File: src/rtl/ft12_pkg.sv
// ----------------------------------------------------------------------------
// FT1.2 frame checker package
// Shared constants and types for the FT1.2 frame checker.
// ----------------------------------------------------------------------------
`default_nettype none

package ft12_pkg;

  localparam logic [7:0] START_FIXED = 8'h10;
  localparam logic [7:0] START_VAR   = 8'h68;
  localparam logic [7:0] END_BYTE    = 8'h16;

  typedef enum logic [1:0] {
    ST_OK           = 2'd0,
    ST_CSUM_ERR     = 2'd1,
    ST_LEN_MISMATCH = 2'd2,
    ST_BAD_END      = 2'd3
  } status_t;

  // Word held in the input register.
  typedef struct packed {
    logic       valid;
    logic [7:0] rx_byte;
  } stage_t;

endpackage

`default_nettype wire

File: src/rtl/ft12_res_if.sv
// ----------------------------------------------------------------------------
// Result channel
// Valid/ready channel that carries one classified byte per word.
// ----------------------------------------------------------------------------
`default_nettype none

interface ft12_res_if;
  logic       valid;
  logic       ready;
  logic [7:0] data_byte;
  logic       data_valid;
  logic       frame_end;
  logic       frame_kind;
  logic [1:0] frame_status;

  modport source (
    output valid, output data_byte, output data_valid, output frame_end,
    output frame_kind, output frame_status, input ready
  );
  modport sink (
    input valid, input data_byte, input data_valid, input frame_end,
    input frame_kind, input frame_status, output ready
  );
endinterface

`default_nettype wire

File: src/rtl/ft12_parser.sv
// ----------------------------------------------------------------------------
// FT1.2 frame parser
// Steps the frame state by one byte and registers the classified result.
// ----------------------------------------------------------------------------
`default_nettype none

module ft12_parser (
  input  wire logic             clk,
  input  wire logic             rst,
  input  wire logic             cfg_wr_en,
  input  wire logic [1:0]       cfg_wr_data,
  input  wire ft12_pkg::stage_t stage,
  output logic                  take,
  ft12_res_if.source            res
);

  typedef enum logic [2:0] {
    PH_HUNT   = 3'd0,
    PH_BODY   = 3'd1,
    PH_LEN1   = 3'd2,
    PH_LEN2   = 3'd3,
    PH_START2 = 3'd4,
    PH_CSUM   = 3'd5,
    PH_END    = 3'd6
  } phase_t;

  logic [1:0] link_addr_len;
  phase_t     phase, phase_next;
  logic       kind_reg, kind_reg_next;
  logic [7:0] first_length, first_length_next;
  logic       length_bad, length_bad_next;
  logic [7:0] bytes_left, bytes_left_next;
  logic [7:0] running_sum, running_sum_next;
  logic       sum_bad, sum_bad_next;

  logic              r_valid;
  logic              r_end;
  logic              r_kind;
  ft12_pkg::status_t r_status;

  logic              out_valid;
  logic [7:0]        out_byte;
  logic              out_data_valid;
  logic              out_end;
  logic              out_kind;
  ft12_pkg::status_t out_status;

  logic [7:0] b;

  assign b    = stage.rx_byte;
  assign take = stage.valid && (!out_valid || res.ready);

  assign res.valid        = out_valid;
  assign res.data_byte    = out_byte;
  assign res.data_valid   = out_data_valid;
  assign res.frame_end    = out_end;
  assign res.frame_kind   = out_kind;
  assign res.frame_status = out_status;

  always_comb begin
    phase_next        = phase;
    kind_reg_next     = kind_reg;
    first_length_next = first_length;
    length_bad_next   = length_bad;
    bytes_left_next   = bytes_left;
    running_sum_next  = running_sum;
    sum_bad_next      = sum_bad;
    r_valid           = 1'b0;
    r_end             = 1'b0;
    r_kind            = kind_reg;
    r_status          = ft12_pkg::ST_OK;
    unique case (phase)
      PH_BODY: begin
        r_valid          = 1'b1;
        running_sum_next = running_sum + b;
        bytes_left_next  = bytes_left - 8'd1;
        if (bytes_left == 8'd1) begin
          phase_next = PH_CSUM;
        end
      end
      PH_LEN1: begin
        first_length_next = b;
        phase_next        = PH_LEN2;
      end
      PH_LEN2: begin
        length_bad_next = (b != first_length);
        phase_next      = PH_START2;
      end
      PH_START2: begin
        bytes_left_next = first_length;
        phase_next      = (first_length == 8'd0) ? PH_CSUM : PH_BODY;
      end
      PH_CSUM: begin
        sum_bad_next = (b != running_sum);
        phase_next   = PH_END;
      end
      PH_END: begin
        r_end = 1'b1;
        if (length_bad) begin
          r_status = ft12_pkg::ST_LEN_MISMATCH;
        end else if (sum_bad) begin
          r_status = ft12_pkg::ST_CSUM_ERR;
        end else if (b != ft12_pkg::END_BYTE) begin
          r_status = ft12_pkg::ST_BAD_END;
        end
        phase_next = PH_HUNT;
      end
      default: begin
        phase_next       = PH_HUNT;
        running_sum_next = 8'd0;
        sum_bad_next     = 1'b0;
        length_bad_next  = 1'b0;
        r_kind           = 1'b0;
        if (b == ft12_pkg::START_FIXED) begin
          kind_reg_next     = 1'b0;
          first_length_next = 8'd0;
          bytes_left_next   = {6'd0, link_addr_len} + 8'd1;
          phase_next        = PH_BODY;
        end else if (b == ft12_pkg::START_VAR) begin
          kind_reg_next = 1'b1;
          r_kind        = 1'b1;
          phase_next    = PH_LEN1;
        end
      end
    endcase
  end

  always_ff @(posedge clk) begin
    if (rst) begin
      link_addr_len <= 2'd1;
      phase         <= PH_HUNT;
      kind_reg      <= 1'b0;
      first_length  <= 8'd0;
      length_bad    <= 1'b0;
      bytes_left    <= 8'd0;
      running_sum   <= 8'd0;
      sum_bad       <= 1'b0;
      out_valid     <= 1'b0;
    end else begin
      if (cfg_wr_en) begin
        link_addr_len <= cfg_wr_data;
      end
      if (take) begin
        phase        <= phase_next;
        kind_reg     <= kind_reg_next;
        first_length <= first_length_next;
        length_bad   <= length_bad_next;
        bytes_left   <= bytes_left_next;
        running_sum  <= running_sum_next;
        sum_bad      <= sum_bad_next;
        out_valid    <= 1'b1;
      end else if (res.ready) begin
        out_valid <= 1'b0;
      end
    end
    if (take) begin
      out_byte       <= b;
      out_data_valid <= r_valid;
      out_end        <= r_end;
      out_kind       <= r_kind;
      out_status     <= r_status;
    end
  end

endmodule

`default_nettype wire
File: src/flat_wrapper.sv
// flat-port wrapper written by rule: the top's interface ports become plain ports
module ft12_parser_flat 
  (clk, rst, cfg_wr_en, cfg_wr_data, stage, take, res_valid, res_data_byte, res_data_valid, res_frame_end, res_frame_kind, res_frame_status, res_ready);
  ft12_res_if res_i ();
  input  wire logic clk;
  input  wire logic rst;
  input  wire logic cfg_wr_en;
  input  wire logic [1:0] cfg_wr_data;
  input  wire ft12_pkg::stage_t stage;
  output logic take;
  output wire logic [$bits(res_i.valid)-1:0] res_valid;
  output wire logic [$bits(res_i.data_byte)-1:0] res_data_byte;
  output wire logic [$bits(res_i.data_valid)-1:0] res_data_valid;
  output wire logic [$bits(res_i.frame_end)-1:0] res_frame_end;
  output wire logic [$bits(res_i.frame_kind)-1:0] res_frame_kind;
  output wire logic [$bits(res_i.frame_status)-1:0] res_frame_status;
  input wire logic [$bits(res_i.ready)-1:0] res_ready;
  assign res_valid = res_i.valid;
  assign res_data_byte = res_i.data_byte;
  assign res_data_valid = res_i.data_valid;
  assign res_frame_end = res_i.frame_end;
  assign res_frame_kind = res_i.frame_kind;
  assign res_frame_status = res_i.frame_status;
  assign res_i.ready = res_ready;
  ft12_parser u_core (.clk(clk), .rst(rst), .cfg_wr_en(cfg_wr_en), .cfg_wr_data(cfg_wr_data), .stage(stage), .take(take), .res(res_i));
endmodule
File: config.mk
export PLATFORM = sky130hd
export DESIGN_NAME = ft12_parser_flat
export DESIGN_NICKNAME = d
export VERILOG_FILES = /design/src/rtl/ft12_pkg.sv /design/src/rtl/ft12_res_if.sv /design/src/rtl/ft12_parser.sv /design/src/flat_wrapper.sv
export SDC_FILE = /design/constraint.sdc
export NUM_CORES = 1
export LEC_CHECK = 0
export ABC_AREA = 0
export BUFFER_PORTS_ARGS = -buffer_cell sky130_fd_sc_hd__buf_4
export CAP_MARGIN = 25
export CELL_PAD_IN_SITES_DETAIL_PLACEMENT = 1
export CELL_PAD_IN_SITES_GLOBAL_PLACEMENT = 1
export CORE_UTILIZATION = 44
export CTS_CLUSTER_DIAMETER = 150
export CTS_CLUSTER_SIZE = 28
export DETAILED_ROUTE_END_ITERATION = 7
export PLACE_DENSITY = 0.77
export SKIP_CTS_REPAIR_TIMING = 1
export SYNTH_ARGS = -nofsm -noshare
export SYNTH_HDL_FRONTEND = slang
export SYNTH_SLANG_ARGS = --single-unit
export TNS_END_PERCENT = 20
File: constraint.sdc
create_clock -name clk -period 2.5 [get_ports clk]
set_clock_uncertainty 0.1 [all_clocks]
set_input_delay 0.125 -clock clk [delete_from_list [all_inputs] [get_ports clk]]
set_output_delay 0.125 -clock clk [all_outputs]
set_load 0.05 [all_outputs]
==> results <==
- The run finished, with violations left.
- The checks that failed: negative hold slack.
- Final hold analysis gives a worst-case slack of -16.5 ps.
- The maximum clock path buffer count is 2.
- The TritonCTS buffer count is 5.
- The most prevalent standard cell on the critical path is sky130_fd_sc_hd__a21oi_1.
- The setup-violating endpoint count in the final report is 0.
- The floorplan has 26 rows.
- The share of synthesized area in the top cell type comes to 26.6%.
- Counting distinct cell types in the post-synthesis netlist gives 55.
- Ranked by total cell area, the synthesized netlist is headed by sky130_fd_sc_hd__dfxtp_1, sky130_fd_sc_hd__edfxtp_1, sky130_fd_sc_hd__xnor2_1.
- Summing the sequential cell areas from Yosys gives 42.3% of the chip area.
- The routed via count divided by cell count is 5.76.
- In this run the tool buffered the top-level ports with 29 buffer cells.
- The largest single stage delay on the critical path is 560 ps.
- The clock transition at the register clock pins on the worst setup and hold paths after CTS is 90 ps.
- The total negative setup slack is 0 ps.
- Summing every instance area after synthesis gives 0.00248 mm^2.
- The number of global-route vias before repair came to 2,091.
- The die outline area is 0.00595 mm^2.
- In the synthesized netlist the async set-or-reset flop fraction comes to 0%.
- For the pin with the worst max-slew slack, the measured transition is 678 ps.
- The initial detailed-routing violation count is 109.
- Headroom to the max-slew limit came out at 54.5%.
- After synthesis the netlist holds a flip-flop and latch count of 46.
- Dividing total power by cell area gives a power density of 493 mW/mm^2.
- Relative to the synthesized area, the layout overhead comes to 19.3%.
- The final critical path takes up 94.4% of the cycle.
- The worst setup path is launched from a primary input.
- The number of max-capacitance violations reported is 0.
- The first global-routing pass estimated 10,800 um of wire.
- The peak supply drop is 0.287 mV.
- The chip height is 77.1 um.
- The top flip-flop cell by instance count after synthesis is sky130_fd_sc_hd__dfxtp_1.
- The library cell with the largest summed area after synthesis is sky130_fd_sc_hd__dfxtp_1.
- For this configuration, the core starts out at a cell density of 47.1%.
- The count of pins over their slew limit came to 0.
- The final critical delay including setup and external delays is 2360 ps.
- The critical path goes through dlygate4sd3_1, buf_4, ha_1, fa_1, a21o_1, a21oi_1, o21bai_1, a21oi_1, xnor2_1, a22o_1.
- The net count of the finished layout is 334.
- The highest fanout seen on the critical path is 6.
- After legalization and detailed placement, the total HPWL measured 4590 um.
- Measured in cells, the most critical reg-to-reg path has a length of 8.
- During synthesis, Yosys emitted a total of 0 warnings.
- The classification of the worst setup path is in -> reg.
- The routed length per instance is 17.6 um.
- The number of antenna violations at the first check in global routing is 0.
- The number of optimization iterations in the first detailed-route pass is 4.
- For this design the top-level I/O count stands at 30.
- The setup slack of the worst register-to-register path is 380 ps.
- The endpoint arrival time on the critical path is 2470 ps.
- The number of enable-type register cells in the synthesized netlist is 13.
- The routed design has 6670 um of wire.
- The worst hold path terminates at u_core.link_addr_len[1].
- In this run the clock root is driven by a sky130_fd_sc_hd__clkbuf_8.
- The clock tree from TritonCTS is yes.
- Each instance of the synthesized netlist takes up on average 9.23 um^2.
- Setup repair after global routing left no endpoint under its margin.
- The width of the die is 77.1 um.
- The endpoint identified for the worst register-to-register timing path is u_core.running_sum[6].
- The net count after synthesis is 295.
- Summed over all cells, the static leakage comes to 1.10 nW.
- The remaining routing DRC violations is 0.
- Counting instances, the worst hold path has a depth of 3.
- The final weighted congestion in routability-driven placement is 0.825.
- In the synthesized netlist, the cells that appear most often are sky130_fd_sc_hd__dfxtp_1, sky130_fd_sc_hd__nor2_1, sky130_fd_sc_hd__a21oi_1, sky130_fd_sc_hd__xnor2_1.
- The count of nets left with antenna violations after detail routing is 0.
- The critical path capture point type is a register.
- In this run the most critical hold path is launched from cfg_wr_en.
- After filler insertion, the fill cell instance count of the layout stands at 641.
- The core outline area is 0.00527 mm^2.
- Global routing finished with a remaining overflow of 0.
- The worst endpoint required time is 2600 ps.
- The number of antenna diodes in the final layout is 0.
- The cell type of the slowest stage on the worst timing path is sky130_fd_sc_hd__dlygate4sd3_1.
- The achievable clock frequency is 424 MHz.
- The via count is 2,184.
- The number of endpoints with negative hold slack in the final report is 2.
- The TritonCTS sink count is 46.
- The worst flop-to-flop path startpoint is u_core.running_sum[0].
- The number of instances in the synthesized netlist is 269.
- CTS built an H-tree with a depth of 2.
- The type of the worst min-delay path is in -> reg.
- Entering global routing, the biggest net connects 33 pins.
- The insertion delay to the later sink of the worst-skew pair is 310 ps.
- The post-route netlist has 16.8% of its cells at a drive strength greater than 1.
- Global routing used 23.2% of the available tracks.
==> critical path: cells and delay by family <==
family / cells / cell delay [ps]
AOI/OAI and AO/OA: 5 / 890
buffers and inverters: 2 / 740
adders and majority gates: 2 / 630
xor gates and xnor gates: 1 / 80
==> cell type report <==
| type | instances | area, um^2 | area share, % |
|---|---|---|---|
| flip-flops and latches | 46 | 1050 | 35.5 |
| well taps | 70 | 87.6 | 2.96 |
| clock inverters | 3 | 21.3 | 0.718 |
| clock buffers | 5 | 68.8 | 2.32 |
| inverters | 9 | 33.8 | 1.14 |
| repair buffers | 44 | 355 | 12.0 |
| multi-input cells | 202 | 1340 | 45.4 |
==> report_power, final <==
part           total [mW]  switching (mW)  internal, mW
registers           0.789         0.00713         0.782
clock network       0.470           0.273         0.197
logic               0.201           0.127        0.0732
==> cells in the final DEF (no fill, tap or decap), types with 8 or more instances in the layout <==
master	Yosys	final
sky130_fd_sc_hd__buf_4	0	34
sky130_fd_sc_hd__nor2_1	33	33
sky130_fd_sc_hd__dfxtp_1	33	33
sky130_fd_sc_hd__a21oi_1	25	25
sky130_fd_sc_hd__xnor2_1	15	15
sky130_fd_sc_hd__o21ai_0	13	13
sky130_fd_sc_hd__edfxtp_1	13	13
sky130_fd_sc_hd__nor3_1	12	12
sky130_fd_sc_hd__a22oi_1	12	12
sky130_fd_sc_hd__nand2_1	10	10
sky130_fd_sc_hd__ha_1	10	10
sky130_fd_sc_hd__dlygate4sd3_1	0	10
sky130_fd_sc_hd__inv_1	8	8
==> layer usage <==
layer,GRT usage (%),up-vias,share of wire (%)
li1,-,1070,-
met1,32.4,1066,50
met2,36.9,38,46
met3,3.57,10,2.7
met4,6.79,0,1.3
met5,0,-,0
==> kinds of logic after synthesis <==
group / count (synthesis) / synth area share (%)
AO/OA/AOI/OAI: 78 / 21.1
XOR/XNOR: 17 / 6.00
adder cells (fa/ha/maj): 11 / 5.85
buffers and inverters: 21 / 3.53
flip-flops: 46 / 42.3
multiplexers: 3 / 1.21
AND/OR/NAND/NOR: 93 / 20.0
==> how the worst max path moves through the flow <==
stage	from	endpoint	slack [ps]	depth (start not counted)
6_report	stage[0]	u_core.running_sum[6]	140	10
4_1_cts	u_core.phase[0]	u_core.bytes_left[0]	380	5
3_3_place_gp	stage[0]	u_core.running_sum[6]	470	9
5_1_grt	stage[0]	u_core.bytes_left[0]	50	8
3_5_place_dp	u_core.running_sum[0]	u_core.running_sum[6]	420	8
2_1_floorplan	u_core.res.valid	u_core.bytes_left[6]	180	7
==> through the flow <==
stage	worst slack [ps]	utilization (%)	std cells	power (mW)	area, um^2
floorplan	176	-	269	0.917	2480
global route	54.5	56.2	379	1.51	2960
global placement	466	52.6	361	0.991	2770
finish	139	56.2	379	1.46	2960
CTS	376	54.3	369	1.46	2860
detailed placement	423	52.6	361	0.994	2770
(Power assumes the default switching activity.)
